### src/rtl/u2frsm_pkg.sv
// ----------------------------------------------------------------------------
// u2frsm_pkg
// Shared types and constants of the U2F HID packet reassembler.
// ----------------------------------------------------------------------------
package u2frsm_pkg;

  localparam int MSG_BYTES = 1024;
  localparam int PKT_BYTES = 64;
  localparam int ADDR_W    = $clog2(MSG_BYTES);
  localparam int QDEPTH    = 4;
  localparam int QPTR_W    = $clog2(QDEPTH);
  localparam int QCNT_W    = QPTR_W + 1;

  localparam logic [10:0] OFS_LIMIT  = 11'(MSG_BYTES - 3);
  localparam logic [7:0]  CMD_PING   = 8'h81;
  localparam logic [7:0]  CMD_MSG    = 8'h83;
  localparam logic [7:0]  CMD_INIT   = 8'h86;
  localparam logic [31:0] CHAN_BCAST = 32'hffff_ffff;

  typedef enum logic [1:0] {
    FUNC_PKT = 2'd0,
    FUNC_REL = 2'd1,
    FUNC_RD  = 2'd2,
    FUNC_NOP = 2'd3
  } func_t;

  typedef enum logic [1:0] {
    MODE_IDLE = 2'd0,
    MODE_SEG  = 2'd1,
    MODE_PROC = 2'd2,
    MODE_SEND = 2'd3
  } mode_t;

  typedef enum logic [1:0] {
    ST_PARTIAL = 2'd0,
    ST_CMPL    = 2'd1,
    ST_ERR     = 2'd2,
    ST_RDATA   = 2'd3
  } status_t;

  typedef enum logic [2:0] {
    ERR_BUSY     = 3'd0,
    ERR_SHORT    = 3'd1,
    ERR_LONG     = 3'd2,
    ERR_CMD      = 3'd3,
    ERR_UNEXP    = 3'd4,
    ERR_SEQ      = 3'd5,
    ERR_OVERFLOW = 3'd6
  } err_t;

  typedef struct packed {
    logic [1:0]  status;
    logic [2:0]  error_code;
    logic        transport_reset;
    logic [7:0]  command_byte;
    logic [15:0] command_length;
    logic [7:0]  read_data;
  } res_t;

endpackage

### src/rtl/u2frsm_if.sv


interface u2frsm_out_if;
  logic        valid;
  logic        ready;
  logic [1:0]  status;
  logic [2:0]  error_code;
  logic        transport_reset;
  logic [7:0]  command_byte;
  logic [15:0] command_length;
  logic [7:0]  read_data;

  modport source (output valid, status, error_code, transport_reset, command_byte,
                  command_length, read_data, input ready);
  modport sink (input valid, status, error_code, transport_reset, command_byte,
                command_length, read_data, output ready);
endinterface

### src/rtl/u2frsm_queue.sv
// ----------------------------------------------------------------------------
// u2frsm_queue
// Short outcome queue feeding the result channel.
// ----------------------------------------------------------------------------
module u2frsm_queue
  import u2frsm_pkg::*;
(
  input  logic              clk,
  input  logic              rst_n,
  input  logic              push,
  input  res_t              push_res,
  output logic [QCNT_W-1:0] count,
  u2frsm_out_if.source      out_chan
);

  res_t              q_r [QDEPTH];
  logic [QPTR_W-1:0] wp_r, rp_r;
  logic [QCNT_W-1:0] cnt_r;
  logic              pop;
  res_t              head;

  assign pop  = out_chan.valid && out_chan.ready;
  assign head = q_r[rp_r];

  always_ff @(posedge clk) begin
    if (!rst_n) begin
      wp_r  <= '0;
      rp_r  <= '0;
      cnt_r <= '0;
    end else begin
      if (push) wp_r <= wp_r + QPTR_W'(1);
      if (pop) rp_r <= rp_r + QPTR_W'(1);
      cnt_r <= cnt_r + QCNT_W'(push) - QCNT_W'(pop);
    end
  end

  always_ff @(posedge clk) begin
    if (push) q_r[wp_r] <= push_res;
  end

  assign count                    = cnt_r;
  assign out_chan.valid           = (cnt_r != '0);
  assign out_chan.status          = head.status;
  assign out_chan.error_code      = head.error_code;
  assign out_chan.transport_reset = head.transport_reset;
  assign out_chan.command_byte    = head.command_byte;
  assign out_chan.command_length  = head.command_length;
  assign out_chan.read_data       = head.read_data;

endmodule

### src/flat_wrapper.sv
// flat-port wrapper written by rule: the top's interface ports become plain ports
module u2frsm_queue_flat import u2frsm_pkg::*;
  (clk, rst_n, push, push_res, count, out_chan_valid, out_chan_status, out_chan_error_code, out_chan_transport_reset, out_chan_command_byte, out_chan_command_length, out_chan_read_data, out_chan_ready);
  u2frsm_out_if out_chan_i ();
  input  logic clk;
  input  logic rst_n;
  input  logic push;
  input  res_t push_res;
  output logic [QCNT_W-1:0] count;
  output wire logic [$bits(out_chan_i.valid)-1:0] out_chan_valid;
  output wire logic [$bits(out_chan_i.status)-1:0] out_chan_status;
  output wire logic [$bits(out_chan_i.error_code)-1:0] out_chan_error_code;
  output wire logic [$bits(out_chan_i.transport_reset)-1:0] out_chan_transport_reset;
  output wire logic [$bits(out_chan_i.command_byte)-1:0] out_chan_command_byte;
  output wire logic [$bits(out_chan_i.command_length)-1:0] out_chan_command_length;
  output wire logic [$bits(out_chan_i.read_data)-1:0] out_chan_read_data;
  input wire logic [$bits(out_chan_i.ready)-1:0] out_chan_ready;
  assign out_chan_valid = out_chan_i.valid;
  assign out_chan_status = out_chan_i.status;
  assign out_chan_error_code = out_chan_i.error_code;
  assign out_chan_transport_reset = out_chan_i.transport_reset;
  assign out_chan_command_byte = out_chan_i.command_byte;
  assign out_chan_command_length = out_chan_i.command_length;
  assign out_chan_read_data = out_chan_i.read_data;
  assign out_chan_i.ready = out_chan_ready;
  u2frsm_queue u_core (.clk(clk), .rst_n(rst_n), .push(push), .push_res(push_res), .count(count), .out_chan(out_chan_i));
endmodule
### config.mk
export PLATFORM = sky130hd
export DESIGN_NAME = u2frsm_queue_flat
export DESIGN_NICKNAME = d
export VERILOG_FILES = /design/src/rtl/u2frsm_pkg.sv /design/src/rtl/u2frsm_if.sv /design/src/rtl/u2frsm_queue.sv /design/src/flat_wrapper.sv
export SDC_FILE = /design/constraint.sdc
export NUM_CORES = 1
export LEC_CHECK = 0
export BUFFER_PORTS_ARGS = -buffer_cell sky130_fd_sc_hd__buf_2
export CAP_MARGIN = 20
export CORE_MARGIN = 2
export CORE_UTILIZATION = 53
export CTS_BUF_LIST = sky130_fd_sc_hd__clkbuf_2
export CTS_CLUSTER_DIAMETER = 200
export DETAILED_ROUTE_END_ITERATION = 12
export PLACE_DENSITY = 0.78
export SYNTH_ARGS = -nofsm -noshare
export SYNTH_HDL_FRONTEND = slang
export SYNTH_SLANG_ARGS = --single-unit
### constraint.sdc
create_clock -name clk -period 2 [get_ports clk]
set_clock_uncertainty 0.2 [all_clocks]
set_input_delay 0.1 -clock clk [delete_from_list [all_inputs] [get_ports clk]]
set_output_delay 0.1 -clock clk [all_outputs]
set_load 0.02 [all_outputs]
* Yosys cells after proc, flatten, opt, wreduce, memory -nomap -nowiden
Memories as Yosys holds them, arrays and structs flattened. A register that Yosys moved wholly into a read port is not among the register bits.
Cells that the tools add are included.
** Storage, ports and cells
- Register bits after elaboration :: 7
- Memory bits (writable) :: 152
- Input port bits :: 42
- Output and inout port bits :: 42
- Logic and storage cells :: 14
- Memories :: 1
** Cells by class
- $add $sub $neg :: 4
- Multiplexer cells :: 4
- Reduce and logical (&&, ||, !) cells :: 2
** Memory list
- u_core.q_r :: words 4, width 38, rd ports 1, clocked after Yosys merged registers in 1, write ports 1, RTL line u2frsm_queue.sv:16 : res_t q_r [QDEPTH];
** Operators with widths (number)
- $add A2 B1 Y2 const B :: 2
- $mux W2 :: 2
- $add A3 B1 Y3 :: 1
- $reduce_bool A3 Y1 :: 1
- $sub A3 B1 Y3 :: 1
- $mux W1 :: 2
- $logic_and A1 B1 Y1 :: 1

* Depth between registers and ports, before layout
Gate-level depths: netlist of run 1.
- Word-level depth :: 4
- Depth in mapped cells :: 7
- Gate-level depth less buffers :: 7

* Least setup slack after synthesis of run 1
Ideal clock, no wire load.
- Path type :: flip-flop to flip-flop
- Start point :: reg u_core.cnt_r[1] (netlist: u_core.count[1])
- End point :: reg u_core.cnt_r[2] (netlist: u_core.count[2])
- Setup time :: 0.115 ns
- Data arrival time :: 1.910 ns
- Data required time :: 1.685 ns
- Setup slack :: -0.225 ns
- Stages on the path, launching flop included :: 8
- Buffers on the path :: 0
- Period minus slack after synthesis :: 2.225 ns
- Cell sequence :: dfxtp_1 o31a_1 ha_1 inv_1 ha_1 fa_1 xnor3_1 and2_1
** On the way
- Longest elaborated chain between the ends :: 3
- Elaborated cells on any way between the ends :: 4
- Those cells by class :: 2 x add/sub; 2 x reduce/logical
** RTL lines
- from (decl) :: RTL line u2frsm_queue.sv:18 : logic [QCNT_W-1:0] cnt_r;
- from (signal assigned) :: RTL line u2frsm_queue.sv:33 : cnt_r <= cnt_r + QCNT_W'(push) - QCNT_W'(pop);
- $reduce_bool A3 Y1 :: RTL line u2frsm_queue.sv:42 : assign out_chan.valid = (cnt_r != '0);
- $logic_and A1 B1 Y1 :: RTL line u2frsm_queue.sv:22 : assign pop = out_chan.valid && out_chan.ready;
- via u_core.pop :: RTL line u2frsm_queue.sv:19 : logic pop;
- $sub A3 B1 Y3 :: RTL line u2frsm_queue.sv:33
The timed path passes the listed nets, and every way through them passes these cells.
A chain may end at the register's enable or synchronous reset.

==> results of run 1 <==
[Yosys cell counts]
cell	instances	share of area [%]
and2_1	8	0.84
buf_12	2	0.67
buf_2	3	0.25
buf_4	1	0.13
buf_6	1	0.19
clkbuf_1	1	0.063
dfxtp_1	9	3.0
edfxtp_1	152	76
fa_1	1	0.34
ha_1	6	1.3
inv_1	6	0.38
mux2i_1	4	0.67
mux4_2	38	14
nand2_1	2	0.13
nand2b_1	2	0.21
nor2b_1	1	0.10
o311ai_0	1	0.15
o31a_1	1	0.15
or3_1	1	0.10
xnor3_1	1	0.38
xor2_1	1	0.15
[how the worst max path moves through the flow]
stage | from | endpoint | slack (ns)
4_1_cts | flop | out_chan_command_length[6] | -0.45
3_3_place_gp | u_core.count[2] | u_core.count[2] | -0.04
2_1_floorplan | u_core.count[2] | u_core.count[2] | -0.12
6_report | flop | out_chan_command_length[6] | -0.34
5_1_grt | flop | out_chan_error_code[0] | -0.48
3_5_place_dp | u_core.count[2] | u_core.count[2] | -0.10
[final cells by class]
cell class                      count  area [um2]  share of cell area [%]
Inverter                            6       22.52                  0.2875
Clock inverter                     11       116.4                   1.485
Tap cell                          140       175.2                   2.236
Multi-Input combinational cell     67        1140                   14.55
Timing Repair Buffer              184        1524                   19.45
Clock buffer                       20       100.1                   1.278
Sequential cell                   161        4756                   60.71
[metal layers]
metal,GRT usage [%],vias up,share of wire [%]
li1,-,1405,-
met1,23.68,1566,41
met2,34.36,85,54
met3,6.232,12,4.3
met4,5.625,0,1.1
met5,0,-,0
[power breakdown]
group / total, W / internal (W) / switching, W
Combinational: 0.00220 / 0.00114 / 0.00106
Clock: 0.00162 / 0.000566 / 0.00105
Sequential: 0.00398 / 0.00390 / 0.0000787
Total: 0.00779 / 0.00560 / 0.00219
[placed cells by master (no fill, tap or decap), types with 5 or more instances in the layout]
| cell | count |
|---|---|
| buf_4 | 13 |
| buf_2 | 72 |
| dlygate4sd3_1 | 81 |
| edfxtp_1 | 152 |
| ha_1 | 5 |
| inv_1 | 6 |
| clkbuf_2 | 20 |
| mux4_2 | 38 |
| buf_6 | 12 |
| buf_12 | 6 |
[cells by family after synthesis]
logic type | share of synthesized area [%]
flip-flops | 79.51
multiplexers | 15.01
buffers and inverters | 1.677
AND/OR/NAND/NOR | 1.384
adder cells (fa/ha/maj) | 1.594
AO/OA/AOI/OAI | 0.2936
XOR/XNOR | 0.5242
[worst max-delay path: cells and delay by family, from the launching register on]
family | cells | cell delay (ns)
mux | 1 | 0.54
buf+inv | 2 | 0.38
flops | 1 | 0.44
[flip-flops by register name, summed over array words and instances (netlist names), named ones only]
name and count:
u_core.q_r 152, u_core.count 3, u_core.wp_r 2, u_core.rp_r 2
[stage by stage]
| stage | hold slack [ns] | total power, W | setup TNS [ns] | util [%] |
|---|---|---|---|---|
| finish | 0.1378 | 0.007795 | -11.41 | 71.64 |
| global route | 0.08690 | 0.008169 | -17.39 | 71.64 |
| CTS | 0.05358 | 0.007732 | -15.60 | 70.93 |
| detailed placement | 0.1168 | 0.005941 | -0.1384 | 61.20 |
| global placement | 0.1097 | 0.005889 | -0.04482 | 61.20 |
| floorplan | -0.001131 | 0.005351 | -0.1825 | - |
[what timing repair did]
action                                  4_1_cts  5_1_grt
pin swaps                                     2        0
endpoints found under the setup margin       41       41
resized for setup                             5       22
buffers inserted                              3        1
hold buffers                                 81        0
endpoints found under the hold margin       284        0
==> impl_metrics.toml, run 1 <==
[outcome]
status = "finished, violations left"
violations = "setup timing"

[worst_setup_path]
cpPeakStageDelay_ns = 0.54
worstRegToRegCells = 7
timing.rr.end = "u_core.count[2]"
required_ns = 1.70
crit_arrival_ns = 2.04
r2r_start = "u_core.count[0]"
cp-end-kind = "primary output"
crit_slowest_cell = "mux4_2"
worstPathCellList = "buf_12 -> mux4_2 -> buf_2"
crit_fanout = 17
worstSetupStartpointType = "flop"
regToRegSetupSlack_ns = -0.09
critical_path_class = "reg2out"

[routing]
wire_per_inst_um = 18.82
wl_um = 11080
drc = 0
drt-pass1-iter-count = 5
vias_per_cell = 5.209
antenna_left = 0
via_count = 3068
drtIter0Drc = 185

[job]
drv_cap = 0

[timing]
slew_headroom_pct = 70.71
drv_slew = 0
rsz0062_at_grt = "true"
setup_viol = 40
post-route-period-util_pct = 117.0
max_freq_mhz = 427.2
finalWorstSetupSlack_ns = -0.3409
period_minus_slack_ns = 2.341
final_hold_viol_count = 0
worst_slew_pin_slew_ns = 0.4339

[final_layout]
drive_above_1_share_pct = 40.76
syn_to_final_growth_pct = 31.29
postLayoutCellArea_um2 = 7834
antenna_cells = 0
stdcell_count = 589
fillers = 692
fin_nets = 486

[placement]
place_hpwl_um = 6316
pre_cts_slack_ns = -0.1034
gp_congestion = 0.6894
io_buffers = 83
placed_area_um2 = 6693
dp.cells = 473

[synth]
netlist_area_um2 = 5967
post_synth.cell_area_avg_um2 = 24.66
ys_seq_area_share_pct = 79.51
synthesis.nets = 291
ys_ff_latch = 161
yosysWarnings = 0
ys_types = 21
syn_inst = 242

[hold_path]
min_from = "out_chan_ready"
hold_depth = 4
hp-class = "in2reg"

[pwr]
power_leakage_nw = 2.770
p_per_area_nw_per_um2 = 995.1
vdd_drop_max_mv = 0.7057

[clock_network]
cts_buffers = 17
cts_tree = "yes"
clk_pin_slew_ns = 0.19
clock_latency_ns = 0.67
htreeDepth = 4
cts_root_buf = "clkbuf_2"
ctsLongestPathBuffers = 2
cts.sinks = 161

[floorplanning]
die_h_um = 110.1
core_um2 = 10940
initial_utilization_pct = 54.57
rows = 38
io_pins = 84
fp.dieW_um = 110.1
die_area_um2 = 12120

[global_routing]
grt_max_degree = 39
grt_pass1_wl_um = 16880
grt_remaining_overflow = 0
grtUsageTotal_pct = 19.69
grt_pass1_vias = 3275
grt_antenna_before_repair = 0
Power figures use the tool's default switching activity.
==> inputs of run 2 (changes only) <==
--- a/config.mk
+++ b/config.mk
@@ -7,12 +7,15 @@
 export LEC_CHECK = 0
 export BUFFER_PORTS_ARGS = -buffer_cell sky130_fd_sc_hd__buf_2
 export CAP_MARGIN = 20
+export CELL_PAD_IN_SITES_DETAIL_PLACEMENT = 1
+export CELL_PAD_IN_SITES_GLOBAL_PLACEMENT = 1
 export CORE_MARGIN = 2
-export CORE_UTILIZATION = 53
+export CORE_UTILIZATION = 47
 export CTS_BUF_LIST = sky130_fd_sc_hd__clkbuf_2
 export CTS_CLUSTER_DIAMETER = 200
 export DETAILED_ROUTE_END_ITERATION = 12
-export PLACE_DENSITY = 0.78
+export PLACE_DENSITY_LB_ADDON = 0.1
 export SYNTH_ARGS = -nofsm -noshare
 export SYNTH_HDL_FRONTEND = slang
 export SYNTH_SLANG_ARGS = --single-unit
+export TNS_END_PERCENT = 1
==> run 2 against run 1 <==
Net effect:
- the run still ends with setup timing left
- sequential power is essentially flat
- clock power shrank 12%
- fmax shrank 0.81%
- final area shrank 0.11%
- non-clock buffer count shrank 1
- first-iteration DRC count shrank 7.6%
- critical path depth is the same
- count of clock-buffer cells in the layout shrank 3
- via count grew 0.62%
- critical path type unchanged
==> impl_metrics.toml, run 2 (synthesis gave the netlist of run 1 again) <==
[final_layout]
antenna_cells = 0
drive_above_1_share_pct = 39.87
largest_reg_flops = 152
syn_to_final_growth_pct = 31.14
layout_common_cells = "edfxtp_1 (152), dlygate4sd3_1 (82), buf_2 (73)"
utilization_pct = 62.52
fin_nets = 485
layout_commonest_cell = "edfxtp_1"
top_register = "u_core.q_r"
postLayoutCellArea_um2 = 7825
fillers = 1125

[floorplanning]
core_um2 = 12520
fp.dieW_um = 116.7
die_h_um = 116.7
die_area_um2 = 13610
initial_utilization_pct = 47.67
io_pins = 84
rows = 41

[hold_path]
hp-class = "in2reg"
hold_depth = 4
min_from = "out_chan_ready"

[routing]
wl_um = 12010
drc = 0
antenna_left = 0
drt-pass1-iter-count = 4
vias_per_cell = 4.971
drtIter0Drc = 171
via_count = 3087
wire_per_inst_um = 19.35

[worst_setup_path]
r2r_start = "u_core.count[1]"
regToRegSetupSlack_ns = -0.11
worstRegToRegCells = 7
crit_arrival_ns = 2.06
worstSetupStartpointType = "flop"
crit_fanout = 15
required_ns = 1.70
critical_path_class = "reg2out"
cp-end-kind = "primary output"
timing.rr.end = "u_core.count[2]"

[timing]
finalWorstSetupSlack_ns = -0.3600
post-route-period-util_pct = 118.0
slew_headroom_pct = 67.96
period_minus_slack_ns = 2.360
max_freq_mhz = 423.7
final_hold_viol_count = 0
rsz0062_at_grt = "true"
setup_viol = 41
drv_slew = 0
worst_slew_pin_slew_ns = 0.4806
hold_slack_ns = 0.1145

[placement]
pre_cts_slack_ns = -0.1360
io_buffers = 83
gp_congestion = 0.6998
place_hpwl_um = 6950
placed_area_um2 = 6748

[clock_network]
htreeDepth = 4
clock_latency_ns = 0.71
cts_buffers = 17
cts_root_buf = "clkbuf_2"
ctsLongestPathBuffers = 2
cts.sinks = 161
clk_pin_slew_ns = 0.19
cts_tree = "yes"

[outcome]
violations = "setup timing"
status = "finished, violations left"

[global_routing]
grt_remaining_overflow = 0
grt_antenna_before_repair = 0
grt_pass1_wl_um = 18400
grtUsageTotal_pct = 19.37
grt_pass1_vias = 3403
grt_max_degree = 28

[pwr]
vdd_drop_max_mv = 0.5325
power_leakage_nw = 2.748
p_per_area_nw_per_um2 = 962.5

[job]
drv_cap = 0
## run 2: worst max-delay path, cell delays in order (launching register included)
cell and delay [ns]:
dfxtp_4 0.44, buf_12 0.19, mux4_2 0.53, buf_2 0.18
## run 2: final cells by class
cell class | instances | area [um2] | share of cell area, %
clock inverters | 15 | 93.84 | 1.199
flip-flops and latches | 161 | 4755 | 60.76
repair buffers | 183 | 1521 | 19.44
inverters | 6 | 22.52 | 0.2878
multi-input cells | 67 | 1132 | 14.47
well taps | 172 | 215.2 | 2.750
clock buffers | 17 | 85.08 | 1.087
## run 2: per-stage QoR
step	TNS (ns)	std cells	power [W]
detailed placement	-0.1842	505	0.005974
global route	-18.68	621	0.007940
finish	-12.43	621	0.007531
floorplan	-8.437	242	0.005353
CTS	-15.69	621	0.007561
global placement	-0.07335	505	0.005923
## run 2: power by group
part           switching [W]  internal (W)
combinational        0.00106       0.00107
clock                0.00111      0.000308
sequential         0.0000783       0.00390
## run 2: metal layers
layer | share of wire (%) | global-route usage [%] | vias to the layer above
met5 | 0 | 0 | -
met4 | 1.8 | 8.314 | 0
met3 | 3.8 | 5.397 | 16
met2 | 53 | 32.95 | 77
met1 | 42 | 23.40 | 1590
li1 | - | - | 1404
## run 2: repair_timing
item,4_1_cts,5_1_grt
gates cloned,0,0
pin swaps,1,0
endpoints found under the setup margin,41,41
buffers inserted,2,0
endpoints found under the hold margin,311,0
gates resized for setup,6,14
hold buffers,82,0
## run 2: worst max path at each step
stage / end / slack, ns / depth (start not counted)
2_1_floorplan: u_core.count[2] / -0.12 / 7
3_3_place_gp: u_core.count[2] / -0.06 / 7
3_5_place_dp: u_core.count[2] / -0.14 / 7
4_1_cts: out_chan_read_data[0] / -0.44 / 3
5_1_grt: out_chan_command_byte[2] / -0.52 / 3
6_report: out_chan_read_data[0] / -0.36 / 3
==> inputs of run 3 (changes only) <==
--- a/config.mk
+++ b/config.mk
@@ -7,7 +7,7 @@
 export LEC_CHECK = 0
 export BUFFER_PORTS_ARGS = -buffer_cell sky130_fd_sc_hd__buf_2
 export CAP_MARGIN = 20
-export CELL_PAD_IN_SITES_DETAIL_PLACEMENT = 1
+export CELL_PAD_IN_SITES_DETAIL_PLACEMENT = 0
 export CELL_PAD_IN_SITES_GLOBAL_PLACEMENT = 1
 export CORE_MARGIN = 2
 export CORE_UTILIZATION = 47
==> run 3 against run 2 <==
Net effect:
- global-route usage shrank 2.5 points
- sequential share of layout area down 0.34 points
- sequential cell count unchanged
- non-clock buffer count did not move
- hold slack improved by 0.024 ns
- critical path depth unchanged
- total power rose by 3.0%
- the run still ends with setup timing left
- utilization increased by 0.35 points
- register-to-register slack improved by 0.02 ns
- clock power rose by 20%
- count of clock-buffer cells in the layout grew 1
==> impl_metrics.toml, run 3 (synthesis gave the netlist of run 1 again) <==
[timing]
hold_slack_ns = 0.1382
slew_headroom_pct = 70.25
drv_slew = 0
period_minus_slack_ns = 2.327
final_hold_viol_count = 0
fin_tns_setup_ns = -11.23
max_freq_mhz = 429.7
rsz0062_at_grt = "true"
post-route-period-util_pct = 116.4
finalWorstSetupSlack_ns = -0.3273
worst_slew_pin_slew_ns = 0.4406
setup_viol = 40

[routing]
antenna_left = 0
drtIter0Drc = 182
wire_per_inst_um = 17.04
wl_um = 10570
drt-pass1-iter-count = 6
vias_per_cell = 4.885
drc = 0
via_count = 3029

[worst_setup_path]
timing.rr.end = "u_core.count[2]"
worstRegToRegCells = 7
r2r_start = "u_core.count[1]"
cp-end-kind = "primary output"
regToRegSetupSlack_ns = -0.09
crit_fanout = 15
worstSetupStartpointType = "flop"
required_ns = 1.70
worstPathCellList = "buf_12 -> mux4_2 -> buf_2"
crit_arrival_ns = 2.03
crit_slowest_cell = "mux4_2"
cpPeakStageDelay_ns = 0.53
critical_path_class = "reg2out"

[global_routing]
grt_pass1_vias = 3178
grt_antenna_before_repair = 0
grt_remaining_overflow = 0
grt_pass1_wl_um = 16260
grtUsageTotal_pct = 16.87
grt_max_degree = 28

[clock_network]
cts.sinks = 161
cts_buffers = 17
clock_latency_ns = 0.68
ctsLongestPathBuffers = 2
clk_pin_slew_ns = 0.19
cts_root_buf = "clkbuf_2"
htreeDepth = 4
cts_tree = "yes"

[final_layout]
syn_to_final_growth_pct = 31.87
fin_nets = 485
fillers = 951
antenna_cells = 0
layout_commonest_cell = "edfxtp_1"
top_register = "u_core.q_r"
largest_reg_flops = 152
utilization_pct = 62.86
layout_common_cells = "edfxtp_1 (152), dlygate4sd3_1 (82), buf_2 (75)"
drive_above_1_share_pct = 39.29

[floorplanning]
die_h_um = 116.7
die_area_um2 = 13610
core_um2 = 12520
io_pins = 84
fp.dieW_um = 116.7
initial_utilization_pct = 47.67
rows = 41

[placement]
place_hpwl_um = 6132
io_buffers = 83
gp_congestion = 0.6998

[hold_path]
min_from = "out_chan_ready"
hp-class = "in2reg"
hold_depth = 4

[job]
drv_cap = 0

[outcome]
status = "finished, violations left"
violations = "setup timing"

[pwr]
vdd_drop_max_mv = 0.5369
power_leakage_nw = 2.776
p_per_area_nw_per_um2 = 985.5
run 3: cell types whose count changed in the layout (fill, tap and decap cells not counted), sizes merged:
cell | previous run | this run
bufinv | 0 | 3
clkinvlp | 4 | 1
inv | 8 | 6
clkbuf | 17 | 18
run 3: metal layers:
metal,global-route usage (%),up-vias,share of wire (%)
met1,20.92,1538,42
met3,5.345,15,4.7
li1,-,1406,-
met5,0,-,0
met4,6.824,0,1.8
met2,27.87,70,51
run 3: area by class of cell:
class | instances | area (um2) | area share, %
Clock buffer | 18 | 90.09 | 1.145
Clock inverter | 13 | 145.1 | 1.844
Inverter | 6 | 22.52 | 0.2862
Multi-Input combinational cell | 67 | 1132 | 14.39
Sequential cell | 161 | 4755 | 60.42
Tap cell | 172 | 215.2 | 2.735
Timing Repair Buffer | 183 | 1509 | 19.18
run 3: where the power goes:
part / internal, W / total, W / switching, W
registers: 0.00390 / 0.00397 / 0.0000699
clock network: 0.000676 / 0.00170 / 0.00102
logic: 0.00105 / 0.00209 / 0.00103
run 3: timing repair:
item | in CTS | in global routing
setup buffers | 1 | 1
cloned | 0 | 0
hold endpoints to repair | 307 | 0
setup endpoints to repair | 41 | 41
pin swaps | 1 | 0
resized for setup | 4 | 12
hold buffers | 82 | 0
run 3: worst max path at each step:
stage	endpoint	cells after the start	start
after CTS	out_chan_status[0]	3	flop
after floorplan	u_core.count[2]	7	u_core.count[2]
final	out_chan_status[0]	3	flop
after global placement	u_core.count[2]	7	u_core.count[2]
after global routing	out_chan_command_byte[2]	3	flop
after detailed placement	u_core.count[2]	7	u_core.count[2]
run 3: metrics by stage:
step	setup WS, ns	cells	total power (W)	area, um2
global route	-0.4766	620	0.008151	7869
floorplan	-0.1227	242	0.005353	5977
detailed placement	-0.1095	505	0.005951	6748
CTS	-0.4581	619	0.007822	7824
global placement	-0.05604	505	0.005923	6748
finish	-0.3273	620	0.007755	7869
run 3: worst max-delay path: cells and delay by family (launching register included):
kind                   cells  cell delay, ns
multiplexers               1            0.53
buffers and inverters      2            0.37
flip-flops                 1            0.43
